===== config.mk =====
export PLATFORM = sky130hd
export DESIGN_NAME = fatan_div
export DESIGN_NICKNAME = d
export VERILOG_FILES = /design/src/rtl/fast_atan2_angle_defines.svh /design/src/rtl/fatan_pkg.sv /design/src/rtl/fatan_div.sv
export SDC_FILE = /design/constraint.sdc
export NUM_CORES = 1
export LEC_CHECK = 0
export BUFFER_PORTS_ARGS = -buffer_cell sky130_fd_sc_hd__buf_2
export CAP_MARGIN = 20
export CORE_UTILIZATION = 58
export CTS_BUF_LIST = sky130_fd_sc_hd__clkbuf_8
export DETAILED_ROUTE_END_ITERATION = 12
export PLACE_DENSITY = 0.84
export SLEW_MARGIN = 30
export SYNTH_ARGS = -nofsm -noshare
export SYNTH_HDL_FRONTEND = slang
export SYNTH_SLANG_ARGS = --single-unit

===== constraint.sdc =====
create_clock -name i_clk -period 3.2 [get_ports i_clk]
set_input_delay 0.64 -clock i_clk [delete_from_list [all_inputs] [get_ports i_clk]]
set_output_delay 0.64 -clock i_clk [all_outputs]
set_load 0.005 [all_outputs]

===== src/rtl/fast_atan2_angle_defines.svh =====
// assertion macros for the fast_atan2_angle block
// used by the top level; expects i_clk and i_rst_n in the including module
`ifndef FAST_ATAN2_ANGLE_DEFINES_SVH
`define FAST_ATAN2_ANGLE_DEFINES_SVH
`ifndef SYNTHESIS
`define FATAN_ASSERT_IMP(lbl, ante, cons) \
    lbl: assert property (@(posedge i_clk) disable iff (!i_rst_n) (ante) |-> (cons)) \
        else $error("fatan check failed");
`define FATAN_ASSERT_LAT(lbl, dly, ante, cons) \
    lbl: assert property (@(posedge i_clk) disable iff (!i_rst_n) (ante) |-> ##(dly) (cons)) \
        else $error("fatan latency check failed");
`else
`define FATAN_ASSERT_IMP(lbl, ante, cons)
`define FATAN_ASSERT_LAT(lbl, dly, ante, cons)
`endif
`endif


===== src/rtl/fatan_pkg.sv =====
// shared widths, constants, types and helpers of the fast_atan2_angle block
// no dependencies
package fatan_pkg;

    localparam int GRAD_WIDTH  = 16;
    localparam int MAG_WIDTH   = GRAD_WIDTH;
    localparam int FRAC_BITS   = 16;
    localparam int C_WIDTH     = FRAC_BITS + 1;
    localparam int DIV_STAGES  = C_WIDTH;
    localparam int POLY_STAGES = 9;
    localparam int OUT_STAGES  = 6;
    localparam int LATENCY     = 1 + DIV_STAGES + POLY_STAGES + OUT_STAGES;

    localparam int T_WIDTH     = 32;
    localparam int PROD_W      = T_WIDTH + C_WIDTH + 1;
    localparam int B_WIDTH     = 35;
    localparam int ANG_WIDTH   = 33;
    localparam int ANGLE_W     = 16;
    localparam int RES_W       = 17;
    localparam int DEG_K_W     = 22;
    localparam int LO_W        = 17;
    localparam int HI_W        = ANG_WIDTH - LO_W;
    localparam int PL_W        = LO_W + DEG_K_W;
    localparam int PH_W        = HI_W + DEG_K_W;
    localparam int SUM_W       = 56;
    localparam int RAD_SHIFT   = 17;
    localparam int DEG_SHIFT   = 39;

    localparam logic signed [T_WIDTH-1:0] P1 = 32'sd1073514020;
    localparam logic signed [T_WIDTH-1:0] P3 = -32'sd349834103;
    localparam logic signed [T_WIDTH-1:0] P5 = 32'sd167051305;
    localparam logic signed [T_WIDTH-1:0] P7 = -32'sd47595277;

    localparam logic signed [B_WIDTH-1:0] HALF_PI = 35'sd1686629713;
    localparam logic signed [B_WIDTH-1:0] PI      = 35'sd3373259426;
    localparam logic signed [B_WIDTH-1:0] TWO_PI  = 35'sd6746518852;

    localparam logic [DEG_K_W-1:0]  DEG_PER_RAD = 22'd3754936;
    localparam logic [ANG_WIDTH:0]  RAD_RND     = 34'd65536;
    localparam logic [SUM_W-1:0]    DEG_RND     = 56'd274877906944;
    localparam logic [RES_W-1:0]    DEG_FULL    = 17'd46080;
    localparam logic [RES_W-1:0]    RAD_FULL    = 17'd51472;

    typedef struct packed {
        logic zero;
        logic steep;
        logic neg_x;
        logic neg_y;
    } t_flags;

    // q16 product scaled back, rounding toward zero
    function automatic logic signed [T_WIDTH-1:0] trunc_q16(input logic signed [PROD_W-1:0] p);
        logic signed [PROD_W-1:0] adj;
        adj = p + (p[PROD_W-1] ? PROD_W'(65535) : PROD_W'(0));
        return adj[T_WIDTH+FRAC_BITS-1:FRAC_BITS];
    endfunction

endpackage


===== src/rtl/fatan_div.sv =====
// pipelined restoring divider, one quotient bit per stage: lo * 2^16 / hi
// depends on fatan_pkg
module fatan_div (
    input  logic                               i_clk,
    input  logic                               i_rst_n,
    input  logic                               i_vld,
    input  fatan_pkg::t_flags                  i_flags,
    input  logic [fatan_pkg::MAG_WIDTH-1:0]    i_lo,
    input  logic [fatan_pkg::MAG_WIDTH-1:0]    i_hi,
    output logic                               o_vld,
    output fatan_pkg::t_flags                  o_flags,
    output logic [fatan_pkg::C_WIDTH-1:0]      o_quo
);

    logic                              r_vld   [fatan_pkg::DIV_STAGES];
    fatan_pkg::t_flags                 r_flags [fatan_pkg::DIV_STAGES];
    logic [fatan_pkg::MAG_WIDTH-1:0]   r_rem   [fatan_pkg::DIV_STAGES];
    logic [fatan_pkg::MAG_WIDTH-1:0]   r_hi    [fatan_pkg::DIV_STAGES];
    logic [fatan_pkg::C_WIDTH-1:0]     r_quo   [fatan_pkg::DIV_STAGES];

    logic [fatan_pkg::MAG_WIDTH-1:0]   n_rem   [fatan_pkg::DIV_STAGES];
    logic [fatan_pkg::C_WIDTH-1:0]     n_quo   [fatan_pkg::DIV_STAGES];
    logic [fatan_pkg::MAG_WIDTH:0]     trial   [fatan_pkg::DIV_STAGES];
    logic [fatan_pkg::MAG_WIDTH:0]     diff    [fatan_pkg::DIV_STAGES];
    logic [fatan_pkg::MAG_WIDTH-1:0]   div_in  [fatan_pkg::DIV_STAGES];
    logic [fatan_pkg::C_WIDTH-1:0]     quo_in  [fatan_pkg::DIV_STAGES];

    always_comb begin
        for (int s = 0; s < fatan_pkg::DIV_STAGES; s++) begin
            if (s == 0) begin
                // first step has lo <= hi, so no shift
                trial[s]  = {1'b0, i_lo};
                div_in[s] = i_hi;
                quo_in[s] = '0;
            end else begin
                trial[s]  = {r_rem[s-1], 1'b0};
                div_in[s] = r_hi[s-1];
                quo_in[s] = r_quo[s-1];
            end
            diff[s] = trial[s] - {1'b0, div_in[s]};
            if (!diff[s][fatan_pkg::MAG_WIDTH]) begin
                n_rem[s] = diff[s][fatan_pkg::MAG_WIDTH-1:0];
            end else begin
                n_rem[s] = trial[s][fatan_pkg::MAG_WIDTH-1:0];
            end
            n_quo[s] = {quo_in[s][fatan_pkg::C_WIDTH-2:0], !diff[s][fatan_pkg::MAG_WIDTH]};
        end
    end

    always_ff @(posedge i_clk) begin
        if (!i_rst_n) begin
            for (int s = 0; s < fatan_pkg::DIV_STAGES; s++) begin
                r_vld[s] <= 1'b0;
            end
        end else begin
            r_vld[0] <= i_vld;
            for (int s = 1; s < fatan_pkg::DIV_STAGES; s++) begin
                r_vld[s] <= r_vld[s-1];
            end
        end
    end

    always_ff @(posedge i_clk) begin
        r_flags[0] <= i_flags;
        r_hi[0]    <= i_hi;
        for (int s = 1; s < fatan_pkg::DIV_STAGES; s++) begin
            r_flags[s] <= r_flags[s-1];
            r_hi[s]    <= r_hi[s-1];
        end
        for (int s = 0; s < fatan_pkg::DIV_STAGES; s++) begin
            r_rem[s] <= n_rem[s];
            r_quo[s] <= n_quo[s];
        end
    end

    assign o_vld   = r_vld[fatan_pkg::DIV_STAGES-1];
    assign o_flags = r_flags[fatan_pkg::DIV_STAGES-1];
    assign o_quo   = r_quo[fatan_pkg::DIV_STAGES-1];

endmodule


Yosys cells after proc, flatten, opt, wreduce, memory -nomap -nowiden:

Memory sizes are Yosys's and may differ from the RTL's.
Index checks and enable logic that the tools add are counted.

* bitwise operators: 17
* multiplexer cells: 36
* $add $sub $neg: 17
* reduce and logical (&&, ||, !) cells: 17

Operators by type and width (number)
* two-way mux 16 bit: 17
* subtractor 17 x 16 -> 17 bit: 16
* two-way mux 1 bit: 19
* logical NOT 1 bit: 17
* bitwise OR 1 bit: 17
* subtractor 16 x 16 -> 17 bit: 1

* output and inout bits: 22
* register bits: 0
* input bits: 39
* bits in writable memories: 918
* memories: 5
* logic and storage cells: 92

Memories
* r_quo: depth 17, bits a word 17, read ports 17, clocked after memory_dff 0, wr ports 17, line fatan_div.sv:19 `logic [fatan_pkg::C_WIDTH-1:0] r_quo [fatan_pkg::DIV_STAGES];`
* r_hi: depth 17, bits a word 16, read ports 16, clocked after memory_dff 0, wr ports 17, line fatan_div.sv:18 `logic [fatan_pkg::MAG_WIDTH-1:0] r_hi [fatan_pkg::DIV_STAGES];`
* r_rem: depth 17, bits a word 16, read ports 16, clocked after memory_dff 0, wr ports 17, line fatan_div.sv:17 `logic [fatan_pkg::MAG_WIDTH-1:0] r_rem [fatan_pkg::DIV_STAGES];`
* r_flags: depth 17, bits a word 4, read ports 17, clocked after memory_dff 0, wr ports 17, line fatan_div.sv:16 `fatan_pkg::t_flags r_flags [fatan_pkg::DIV_STAGES];`
* r_vld: depth 17, bits a word 1, read ports 17, clocked after memory_dff 0, wr ports 17, line fatan_div.sv:15 `logic r_vld [fatan_pkg::DIV_STAGES];`

Longest topological paths before layout:

An unclocked memory read counts as a cell.

* depth in word-level cells: 3
* depth in mapped cells: 11
* gate-level depth less buffers: 10

Worst setup path before layout:

No wires, ideal clock.

* path type: flip-flop to flip-flop
* start: mem r_hi[0][128] in the netlist's numbering
* end: mem r_rem[0][150] in the netlist's numbering
* slack: 0.455 ns
* setup time: 0.121 ns
* stages on the path, launching flop included: 11
* required time: 3.079 ns
* arrival: 2.625 ns
* cells stage by stage: dfxtp_1 > inv_1 > fa_1 > a211oi_1 > nor2_1 > o211ai_2 > nor3_1 > or4b_1 > nand3_2 > buf_6 > mux2_2

RTL lines (line)
* start, declared: fatan_div.sv:18
* end, declared: fatan_div.sv:17

==> summary.md <==
| Metric | Value |
|---|---|
| Synth unique cells | 89 |
| Total number of H-tree levels | 3 |
| End of the critical path | r_rem[0][116] |
| Max Cap Viol | 0 |
| DRC viols | 0 |
| DR vias | 21598 |
| Yosys warning count | 0 |
| HPWL Detailed | 45700 um |
| CTS tree | done |
| Die area | 55300 um^2 |
| Post-Route WL | 62300 um |
| Post-synth top flop | dfxtp_1 |
| Share of post-route cells with drive strength above 1 | 0.157 |
| Fillers | 4038 |
| Clock skew | 24.8 ps |
| Largest net degree at the start of global routing | 18 |
| CTS max path bufs | 3 |
| Async S/R FF share, synth | 0 |
| Post-synth EDFFs | 0 |
| Initial Util | 0.586 |
| Worst setup EP type | flop |
| Total power divided by cell area | 1200 nW/um^2 |
| Worst Path Class, Setup | flop to flop |
| Clk_lat worst skew | 700 ps |
| Flop-to-flop setup slack | 180 ps |
| Final setup viols | 0 |
| RSZ-0062 raised after global routing | false |
| CP startpoint kind | flop |
| Minimum clock period | 3020 ps |
| Avg Cell Area, Syn | 10.6 um^2 |
| Post-route ant nets | 0 |
| Worst Setup SP | r_hi[0][96] |
| Iteration-0 DRC Markers | 1218 |
| Via density | 5.46 |
| Final TNS setup | 0 ps |
| Peak Freq | 0.331 GHz |
| Ports | 61 |
| Worst r2r dst | r_rem[0][116] |
| Clock buffer count from CTS | 114 |
| Worst-path clk slew | 60 ps |
| Final Util | 0.661 |
| Lkg Pwr | 16.4 nW |
| GRT Total Usage | 0.223 |
| Max IR drop VDD | 0.701 mV |
| Post-synth net total | 3290 |
| Flops & latches, synth | 750 |
| RD Place Congestion | 0.924 |
| Min-delay src | i_hi[1] |
| CTS Sinks | 750 |
| Final Cycle Share | 0.945 |
| Worst-path fanout max | 15 |
| Post-Syn Area | 31500 um^2 |
| RR Startpoint | r_hi[0][96] |
| WP data arrival | 3600 ps |
| First-pass GRT wire length | 103000 um |
| Port Buf Inserts | 60 |
| Least-Margin Pin Slew | 754 ps |
| TritonRoute pass-1 iters | 6 |
| Slew margin rel. | 0.494 |
| Seq/Total Area, Yosys | 0.476 |
| Avg WL per Cell | 15.8 um |
| Number of global-route vias before repair | 22237 |
| FF-to-FF path depth | 10 |
| Area grow syn2layout | 12.7% |
| Hold Crit Class | input pin to flop |
| Fin. Hold Viols | 0 |
| Max Slew Vio Count | 0 |
| Grt ovf | 0 |
| Initial antenna violation count | 0 |
| Rows | 85 |
| Die Y | 235 um |
| Outcome | finished clean |
| Required time worst endpoint | 3780 ps |
| Post-synthesis cell count | 2979 |
| Final nets | 3477 |
| Die W | 235 um |
| Core area | 53800 um^2 |
| CTS root buf | clkbuf_8 |
-- stage by stage --
step                setup slack, ps  area (um^2)  std cells  hold slack [ps]  total power, W
floorplan                       455        31500       2979              310          0.0296
global placement              -50.7        32700       3726              309          0.0330
detailed placement             -155        32700       3726              312          0.0338
CTS                            29.0        35500       3953             18.9          0.0425
global route                   20.4        35600       3954             42.8          0.0454
finish                          175        35600       3955             77.0          0.0426
-- synthesized netlist by cell type (all sizes together), types with 32 or more instances --
master    n  area share
a211oi   41      0.0098
a21o     48       0.011
a21oi   173       0.028
dfxtp   750        0.48
ha      256        0.10
inv     334       0.040
mux2    222       0.086
nand2    89       0.011
nand2b   32      0.0063
nand3    43      0.0073
nor2    162       0.019
nor2b    38      0.0075
o21a     72       0.017
o21ai   133       0.021
xnor2   130       0.038
xor2     72       0.020
-- cells by family after synthesis --
kind of cell | synth area share
mux | 0.0894
xor+xnor | 0.0586
compound gates | 0.137
buf+inv | 0.0468
fa+ha+maj | 0.112
flops | 0.476
simple gates | 0.0809
-- where the power goes --
part           total, W  internal [W]  switching, W
Sequential       0.0140        0.0124       0.00154
Clock           0.00841       0.00478       0.00362
Combinational    0.0202        0.0104       0.00988
-- worst min path at each step --
stage,to,depth (start not counted)
2_1_floorplan,r_flags[0][10],0
3_3_place_gp,r_flags[0][36],0
3_5_place_dp,r_flags[0][25],0
4_1_cts,r_hi[0][1],1
5_1_grt,r_hi[0][1],1
6_report,r_hi[0][1],1
-- worst max-delay path, cell delays in order, from the launching register on --
cell and delay [ps]:
dfxtp_1 360, inv_1 80, fa_1 480, a211oi_1 310, o21bai_1 160, a21oi_2 230, a21oi_1 190, a2111oi_4 390
nor3_4 130, inv_6 190, mux2_2 380
-- registers in the layout, summed over array words and instances, names as in the netlist --
| register | flops |
|---|---|
| r_rem | 256 |
| r_quo | 153 |
| r_hi | 256 |
| r_flags | 68 |
| r_vld | 17 |
-- layout make-up --
cell class / count / area, um^2 / area share
Sequential cell: 750 / 15000 / 0.422
Tap cell: 696 / 871 / 0.0245
Antenna cell: 1 / 2.50 / 0.0000704
Multi-Input combinational cell: 1867 / 15200 / 0.427
Inverter: 334 / 1260 / 0.0354
Timing Repair Buffer: 99 / 691 / 0.0194
Clock inverter: 61 / 510 / 0.0144
Clock buffer: 147 / 2020 / 0.0569
-- placed cells by master (no fill, tap or decap), types with 20 or more instances in the layout --
cell / instances
o31ai_1: 30
o21bai_1: 20
nor2_1: 159
inv_1: 359
mux2_1: 35
o21a_1: 72
xnor2_1: 123
mux2_4: 53
a21o_1: 48
nor3_1: 30
nand3_1: 40
a211oi_1: 40
ha_1: 256
nor2b_1: 38
and2_1: 31
dfxtp_1: 750
nand2b_1: 32
xor2_1: 70
nand2_1: 89
a21oi_1: 166
buf_2: 60
o21ai_0: 127
clkbuf_8: 147
mux2_2: 134
-- routing by layer --
metal,up-vias,global-route usage,routed length [um]
li1,10709,-,-
met1,10173,0.243,25600
met2,528,0.420,32100
met3,188,0.0371,2400
met4,0,0.103,2200
met5,-,0,0
-- timing repair --
action                     in CTS  in global routing
setup endpoints to repair       0                 62
gates resized for setup         0                 11
hold endpoints to repair       19                  0
setup buffers                   0                  0
hold buffers                   19                  0
(Power assumes the default switching activity.)
