==> src/rtl/fast_atan2_angle_defines.svh <==
// assertion macros for the fast_atan2_angle block
// used by the top level; expects i_clk and i_rst_n in the including module
`ifndef FAST_ATAN2_ANGLE_DEFINES_SVH
`define FAST_ATAN2_ANGLE_DEFINES_SVH
`ifndef SYNTHESIS
`define FATAN_ASSERT_IMP(lbl, ante, cons) \
    lbl: assert property (@(posedge i_clk) disable iff (!i_rst_n) (ante) |-> (cons)) \
        else $error("fatan check failed");
`define FATAN_ASSERT_LAT(lbl, dly, ante, cons) \
    lbl: assert property (@(posedge i_clk) disable iff (!i_rst_n) (ante) |-> ##(dly) (cons)) \
        else $error("fatan latency check failed");
`else
`define FATAN_ASSERT_IMP(lbl, ante, cons)
`define FATAN_ASSERT_LAT(lbl, dly, ante, cons)
`endif
`endif

==> src/rtl/fatan_pkg.sv <==
// shared widths, constants, types and helpers of the fast_atan2_angle block
// no dependencies
package fatan_pkg;

    localparam int GRAD_WIDTH  = 16;
    localparam int MAG_WIDTH   = GRAD_WIDTH;
    localparam int FRAC_BITS   = 16;
    localparam int C_WIDTH     = FRAC_BITS + 1;
    localparam int DIV_STAGES  = C_WIDTH;
    localparam int POLY_STAGES = 9;
    localparam int OUT_STAGES  = 6;
    localparam int LATENCY     = 1 + DIV_STAGES + POLY_STAGES + OUT_STAGES;

    localparam int T_WIDTH     = 32;
    localparam int PROD_W      = T_WIDTH + C_WIDTH + 1;
    localparam int B_WIDTH     = 35;
    localparam int ANG_WIDTH   = 33;
    localparam int ANGLE_W     = 16;
    localparam int RES_W       = 17;
    localparam int DEG_K_W     = 22;
    localparam int LO_W        = 17;
    localparam int HI_W        = ANG_WIDTH - LO_W;
    localparam int PL_W        = LO_W + DEG_K_W;
    localparam int PH_W        = HI_W + DEG_K_W;
    localparam int SUM_W       = 56;
    localparam int RAD_SHIFT   = 17;
    localparam int DEG_SHIFT   = 39;

    localparam logic signed [T_WIDTH-1:0] P1 = 32'sd1073514020;
    localparam logic signed [T_WIDTH-1:0] P3 = -32'sd349834103;
    localparam logic signed [T_WIDTH-1:0] P5 = 32'sd167051305;
    localparam logic signed [T_WIDTH-1:0] P7 = -32'sd47595277;

    localparam logic signed [B_WIDTH-1:0] HALF_PI = 35'sd1686629713;
    localparam logic signed [B_WIDTH-1:0] PI      = 35'sd3373259426;
    localparam logic signed [B_WIDTH-1:0] TWO_PI  = 35'sd6746518852;

    localparam logic [DEG_K_W-1:0]  DEG_PER_RAD = 22'd3754936;
    localparam logic [ANG_WIDTH:0]  RAD_RND     = 34'd65536;
    localparam logic [SUM_W-1:0]    DEG_RND     = 56'd274877906944;
    localparam logic [RES_W-1:0]    DEG_FULL    = 17'd46080;
    localparam logic [RES_W-1:0]    RAD_FULL    = 17'd51472;

    typedef struct packed {
        logic zero;
        logic steep;
        logic neg_x;
        logic neg_y;
    } t_flags;

    // q16 product scaled back, rounding toward zero
    function automatic logic signed [T_WIDTH-1:0] trunc_q16(input logic signed [PROD_W-1:0] p);
        logic signed [PROD_W-1:0] adj;
        adj = p + (p[PROD_W-1] ? PROD_W'(65535) : PROD_W'(0));
        return adj[T_WIDTH+FRAC_BITS-1:FRAC_BITS];
    endfunction

endpackage

==> src/rtl/fatan_out.sv <==
// octant fold of the base angle and conversion to degrees or radians
// depends on fatan_pkg
module fatan_out (
    input  logic                                   i_clk,
    input  logic                                   i_rst_n,
    input  logic                                   i_vld,
    input  fatan_pkg::t_flags                      i_flags,
    input  logic signed [fatan_pkg::T_WIDTH-1:0]   i_base,
    input  logic                                   i_unit,
    output logic                                   o_vld,
    output logic                                   o_unit,
    output logic [fatan_pkg::ANGLE_W-1:0]          o_angle
);

    logic              r_vld   [fatan_pkg::OUT_STAGES];
    fatan_pkg::t_flags r_flags [fatan_pkg::OUT_STAGES];

    logic signed [fatan_pkg::B_WIDTH-1:0]  r1_b, r2_b;
    logic [fatan_pkg::ANG_WIDTH-1:0]       r3_ang;
    logic [fatan_pkg::RES_W-1:0]           r4_rad, r5_rad, r5_deg;
    logic [fatan_pkg::PL_W-1:0]            r4_pl;
    logic [fatan_pkg::PH_W-1:0]            r4_ph;
    logic [fatan_pkg::ANGLE_W-1:0]         r_angle;
    logic                                  r_unit;

    logic signed [fatan_pkg::B_WIDTH-1:0]  base_ext;
    logic signed [fatan_pkg::B_WIDTH-1:0]  n1_b, n2_b, n3_b;
    logic [fatan_pkg::ANG_WIDTH-1:0]       n3_ang;
    logic [fatan_pkg::ANG_WIDTH:0]         n4_rsum;
    logic [fatan_pkg::PL_W-1:0]            n4_pl;
    logic [fatan_pkg::PH_W-1:0]            n4_ph;
    logic [fatan_pkg::SUM_W-1:0]           n5_sum;
    logic [fatan_pkg::RES_W-1:0]           n6_res;

    always_comb begin
        base_ext = $signed({{(fatan_pkg::B_WIDTH-fatan_pkg::T_WIDTH){i_base[fatan_pkg::T_WIDTH-1]}},
                            i_base});
        n1_b = i_flags.steep ? fatan_pkg::HALF_PI - base_ext : base_ext;
        n2_b = r_flags[0].neg_x ? fatan_pkg::PI - r1_b : r1_b;
        n3_b = r_flags[1].neg_y ? fatan_pkg::TWO_PI - r2_b : r2_b;
        n3_ang = n3_b[fatan_pkg::B_WIDTH-1] ? '0 : n3_b[fatan_pkg::ANG_WIDTH-1:0];

        n4_rsum = {1'b0, r3_ang} + fatan_pkg::RAD_RND;
        n4_pl   = fatan_pkg::PL_W'(r3_ang[fatan_pkg::LO_W-1:0])
                  * fatan_pkg::PL_W'(fatan_pkg::DEG_PER_RAD);
        n4_ph   = fatan_pkg::PH_W'(r3_ang[fatan_pkg::ANG_WIDTH-1:fatan_pkg::LO_W])
                  * fatan_pkg::PH_W'(fatan_pkg::DEG_PER_RAD);

        n5_sum = (fatan_pkg::SUM_W'(r4_ph) << fatan_pkg::LO_W) + fatan_pkg::SUM_W'(r4_pl)
                 + fatan_pkg::DEG_RND;

        // full turn after rounding wraps to zero
        if (r_flags[4].zero) begin
            n6_res = '0;
        end else if (i_unit) begin
            n6_res = (r5_rad >= fatan_pkg::RAD_FULL) ? '0 : r5_rad;
        end else begin
            n6_res = (r5_deg >= fatan_pkg::DEG_FULL) ? '0 : r5_deg;
        end
    end

    always_ff @(posedge i_clk) begin
        if (!i_rst_n) begin
            for (int s = 0; s < fatan_pkg::OUT_STAGES; s++) begin
                r_vld[s] <= 1'b0;
            end
        end else begin
            r_vld[0] <= i_vld;
            for (int s = 1; s < fatan_pkg::OUT_STAGES; s++) begin
                r_vld[s] <= r_vld[s-1];
            end
        end
    end

    always_ff @(posedge i_clk) begin
        r_flags[0] <= i_flags;
        for (int s = 1; s < fatan_pkg::OUT_STAGES; s++) begin
            r_flags[s] <= r_flags[s-1];
        end
        r1_b    <= n1_b;
        r2_b    <= n2_b;
        r3_ang  <= n3_ang;
        r4_rad  <= n4_rsum[fatan_pkg::ANG_WIDTH:fatan_pkg::RAD_SHIFT];
        r4_pl   <= n4_pl;
        r4_ph   <= n4_ph;
        r5_rad  <= r4_rad;
        r5_deg  <= n5_sum[fatan_pkg::SUM_W-1:fatan_pkg::DEG_SHIFT];
        r_angle <= n6_res[fatan_pkg::ANGLE_W-1:0];
        r_unit  <= i_unit;
    end

    assign o_vld   = r_vld[fatan_pkg::OUT_STAGES-1];
    assign o_unit  = r_unit;
    assign o_angle = r_angle;

endmodule

==> config.mk <==
export PLATFORM = sky130hd
export DESIGN_NAME = fatan_out
export DESIGN_NICKNAME = d
export VERILOG_FILES = /design/src/rtl/fast_atan2_angle_defines.svh /design/src/rtl/fatan_pkg.sv /design/src/rtl/fatan_out.sv
export SDC_FILE = /design/constraint.sdc
export NUM_CORES = 1
export LEC_CHECK = 0
export BUFFER_PORTS_ARGS = -buffer_cell sky130_fd_sc_hd__buf_2
export CORE_UTILIZATION = 50
export DETAILED_ROUTE_END_ITERATION = 10
export GPL_TIMING_DRIVEN = 0
export PLACE_DENSITY = 0.69
export SLEW_MARGIN = 20
export SYNTH_ARGS = -nofsm -noshare
export SYNTH_HDL_FRONTEND = slang
export SYNTH_SLANG_ARGS = --single-unit
==> constraint.sdc <==
create_clock -name i_clk -period 5.8 [get_ports i_clk]
set_input_delay 0 -clock i_clk [delete_from_list [all_inputs] [get_ports i_clk]]
set_output_delay 0 -clock i_clk [all_outputs]
set_load 0.03 [all_outputs]
Word-level counts from Yosys, hierarchy flattened
Memories as Yosys holds them, arrays and structs flattened. Index checks and enable logic that the tools add are counted.

Add/sub/neg operators: 6. Multipliers: 2. $lt $le $gt $ge: 2. Mux-type cells: 14. Bitwise logic cells: 6.

Operators by type and width (number): $mux 35 (3); $add 55x39->56 (1); $add 56x39->56 const B (1); $mux 16 (3); $mul 17x19->36 const B (1); $mul 16x19->35 const B (1); $sub 33x35->35 const A (1); $sub 34x35->35 const A (1); $add 33x17->34 const B (1); $ge 17x16->1 const B (2); $sub 32x32->33 const A (1); $mux 1 (8); $or 1x1->1 (6).

Bits in registers: 242. RAM bits: 30. Logic and storage cells: 42. Memories: 2.

Memory list: r_flags (depth 6, width 4, rd ports 5, clocked after memory_dff 0, wr ports 6, RTL line fatan_out.sv:16) `fatan_pkg::t_flags r_flags [fatan_pkg::OUT_STAGES];`; r_vld (depth 6, width 1, rd ports 6, clocked after memory_dff 0, wr ports 6, RTL line fatan_out.sv:15) `logic r_vld [fatan_pkg::OUT_STAGES];`.

Logic depth before layout (Yosys ltp)
Depth in word-level cells: 3. Depth in mapped cells: 23. Mapped depth without buffers: 22.

Worst setup path before layout
OpenSTA, ideal clock, no wires.

Path type: register to register. Start: register r3_ang[16] (netlist bit). End: register r4_pl[38] (netlist bit). Arrival: 5.654 ns. Required time: 5.728 ns. Path slack: 0.074 ns. Cell stages (with the launch flop): 21. Clock period less this slack: 5.726 ns. Cell sequence: dfxtp_1 -> ha_1 -> inv_1 -> fa_1 -> fa_1 -> inv_1 -> fa_1 -> fa_1 -> inv_1 -> fa_1 -> inv_1 -> ha_1 -> a211oi_1 -> o21ai_0 -> o221ai_2 -> o211ai_2 -> a221oi_4 -> o21ai_1 -> a211o_1 -> a21oi_2 -> xnor2_1.

Cells in the longest elaborated chain, start to end: 1.

RTL lines: start, declared (RTL line fatan_out.sv:19) `logic [fatan_pkg::ANG_WIDTH-1:0] r3_ang;`; start signal, assigned (RTL line fatan_out.sv:82) `r3_ang <= n3_ang;`; $mul 17x19->36 (RTL line fatan_out.sv:45) `* fatan_pkg::PL_W'(fatan_pkg::DEG_PER_RAD);`; net n4_pl (one bit) (RTL line fatan_out.sv:30) `logic [fatan_pkg::PL_W-1:0] n4_pl;`; end signal, assigned (RTL line fatan_out.sv:84) `r4_pl <= n4_pl;`; end, declared (RTL line fatan_out.sv:21) `logic [fatan_pkg::PL_W-1:0] r4_pl;`.

The timed path passes the listed nets, and every way through them passes these cells. A chain may end at the register's enable or synchronous reset.

Worst setup path after layout
Start: register r3_ang[13] (netlist bit). End: register r4_pl[38] (netlist bit).

The elaborated chain is that of the path after synthesis.

==> impl_metrics.ini <==
[outcome]
outcome = finished, violations left
violations = negative setup slack

[timing]
clock_skew_ns = 0.0220
tightest_slew_ns = 1.06
rsz0062_at_grt = true
fin_crit_sh_pct = 100
finalSetupTns_ns = -0.0166
relSlewSlack_pct = 28.9
maxSlewViolCount = 0
setup-violations-final = 1
worst_slack_ns = -0.0166
min_period_ns = 5.82
max_freq_mhz = 172
hold_viol_final = 0

[floorplan]
die_y_um = 204
die_w_um = 204
initial_core_util_pct = 51.0
coreArea_um2 = 39900
ios = 58
num_rows = 73
die-area_um2 = 41500

[grt]
grt_pass1_vias = 14800
grt_pass1_wl_um = 72400
antenna_found_initial = 0
grt_use_total_pct = 21.8
grt_start_max_net_pins = 15
grt_remaining_overflow = 0

[logic_synthesis]
yosysTopAreaCell = fa_1
yosys.area_share.simple_pct = 7.27
yosysWarnings = 0
async_reset_ff_share_pct = 0
synthAdderAreaFrac_pct = 44.1
syn_area_um2 = 20300
synthMuxAreaShare_pct = 0.0492
synth_top_family_by_area = adder cells
syn_inst = 2005
synth.top_cell.area_share_pct = 23.7
synth_nets = 2618
synth-seq-cells = 237
synth-compound-area-share_pct = 9.52
synth_ff_type = dfxtp_1
syn_area_per_cell_um2 = 10.1
synth_edf_count = 0
synth_area_leaders = fa_1 (24%), dfxtp_1 (23%), ha_1 (20%)
ys_seq_area_share_pct = 23.3
ys_types = 74
synthXorXnorAreaFrac_pct = 7.70

[route]
via_per_inst = 5.13
drt-initial-drc-count = 699
num_vias = 14100
wl_per_cell_um = 15.9
wl_um = 43600
drt_first_pass_iters = 5
ant_nets = 0
drc = 0

[clock_tree]
htreeDepth = 1
insertion_delay_ns = 0.53
cts_tree = yes
cts_buffer_depth = 3
path_clk_slew_ns = 0.06
clock_sinks = 237
root_buffer = clkbuf_16
numCtsBuffers = 24

[layout]
area_growth_pct = 17.2
diodes = 0
drive_gt1_share_pct = 13.3
stdcell_area_um2 = 23800
fin_nets = 2814

[worst_setup_path]
required_ns = 6.23
critPathSlowestCell = fa_2
critPathLaunchType = flop
worst_path_largest_cell_delay_ns = 0.60
crit_chain = fa_2, fa_2, fa_1, fa_2, fa_1, fa_1, ha_4, nand4_1, nor3_2, a22oi_2, buf_6, o211ai_4, a221oi_4, o21ai_4, a211o_1, a21oi_2, xnor2_1
crit_path_end_kind = flop
critPathMaxFanout = 6
worstPathArrival_ns = 6.25
worstSetupPathType = flop to flop

[job]
drv_cap = 0

[placement]
dpl_cell_area_um2 = 21300
dpl.hpwl_um = 35300
portBuffers = 57
globalplace.congestion = 0.928

[min_path]
worstHoldPathType = input pin to flop
## layout make-up
cell class                 count  area [um^2]
multi-input combinational   1338        14600
clock buffer                  32          661
fill                        3133        16100
timing repair buffer         172         1330
sequential                   237         4850
clock inverter                12          159
tap                          525          657
inverter                     406         1520
buffer                        22         93.8
## worst max-delay path, delay by kind of cell, from the launching register on
family | cells | cell delay (ns)
AOI/OAI and AO/OA | 6 | 1.33
xor gates and xnor gates | 1 | 0.14
adders and majority gates | 7 | 3.37
buffers and inverters | 1 | 0.15
DFF | 1 | 0.38
and+or+nand+nor | 2 | 0.31
## flip-flops by register name, indices dropped and copies added (netlist names)
| register | cells |
|---|---|
| o_angle | 16 |
| o_unit | 1 |
| r1_b | 33 |
| r2_b | 35 |
| r3_ang | 33 |
| r4_ph | 35 |
| r4_pl | 19 |
| r4_rad | 17 |
| r5_deg | 17 |
| r5_rad | 17 |
| r_flags | 8 |
| r_vld | 6 |
## cell families (layout without fill, tap and decap cells)
group / count (synthesis) / count (layout)
fa+ha+maj: 573 / 573
buf+inv: 430 / 644
simple gates: 307 / 307
compound gates: 279 / 279
flops: 237 / 237
xor+xnor: 178 / 178
mux: 1 / 1
## per-stage QoR
step           instances  hold WS, ns  util, %  setup slack, ns
2_1_floorplan       2005       0.0277        -           0.0741
3_5_place_dp        2587        0.104     53.3           -0.977
5_1_grt             2744        0.113     59.7           -0.198
4_1_cts             2732       0.0735     58.9         0.000139
3_3_place_gp        2587        0.102     53.3           -0.913
6_report            2744        0.109     59.7          -0.0166
## cell usage in the layout (no fill, tap or decap), types with 23 or more instances in the layout
cell | Yosys | layout
clkbuf_16 | 0 | 24
ha_4 | 0 | 23
nand2_1 | 79 | 79
a21oi_1 | 61 | 54
nand3_1 | 32 | 31
ha_1 | 332 | 303
xor2_1 | 55 | 52
buf_2 | 3 | 60
dlygate4sd3_1 | 0 | 65
inv_1 | 406 | 391
o21ai_0 | 39 | 35
fa_1 | 241 | 228
nor2_1 | 91 | 89
dfxtp_1 | 237 | 207
buf_4 | 0 | 47
a21o_1 | 38 | 38
xnor2_1 | 122 | 119
dfxtp_4 | 0 | 26
## timing repair
item,in CTS,in global routing
setup endpoints to repair,28,22
cloned,0,0
hold buffers,65,0
endpoints found under the hold margin,49,0
setup buffers,37,13
resized for setup,114,60
pin swaps,52,49
## cells in the mapped netlist (all sizes together), types with 4 or more instances
| cell | count |
|---|---|
| nor4 | 5 |
| a221oi | 5 |
| o21ai | 56 |
| a22oi | 18 |
| and2 | 11 |
| o31ai | 9 |
| clkbuf | 18 |
| fa | 241 |
| a21o | 38 |
| nor2 | 91 |
| nor3 | 15 |
| a211oi | 6 |
| and3 | 14 |
| o21a | 15 |
| nand2 | 79 |
| nor2b | 11 |
| nand3b | 4 |
| o21bai | 11 |
| a21oi | 63 |
| nand2b | 11 |
| nand4 | 13 |
| and4 | 7 |
| inv | 406 |
| or3 | 7 |
| a21boi | 5 |
| xnor2 | 123 |
| ha | 332 |
| dfxtp | 237 |
| nand3 | 32 |
| o211ai | 9 |
| a31oi | 8 |
| xor2 | 55 |
| buf | 6 |
## final timing paths
check	slack (ns)	startpoint	end	cells after the start
max	-0.02	r3_ang[13]	r4_pl[38]	17
max reg2reg	-0.02	r3_ang[13]	r4_pl[38]	17
min reg2reg	0.31	r4_rad[15]	r5_rad[15]	0
min	0.11	i_flags[1]	r_flags[0][1]	2
## routing by layer
layer  wire, um  track usage [%]
met4       1100             5.61
met1      19500             28.7
met5          0                0
met3       2120             2.86
met2      20900             37.5
Power is left out: the tool's default activity adds up to more than one toggle a clock period on the data nets, which glitch-free logic cannot reach.
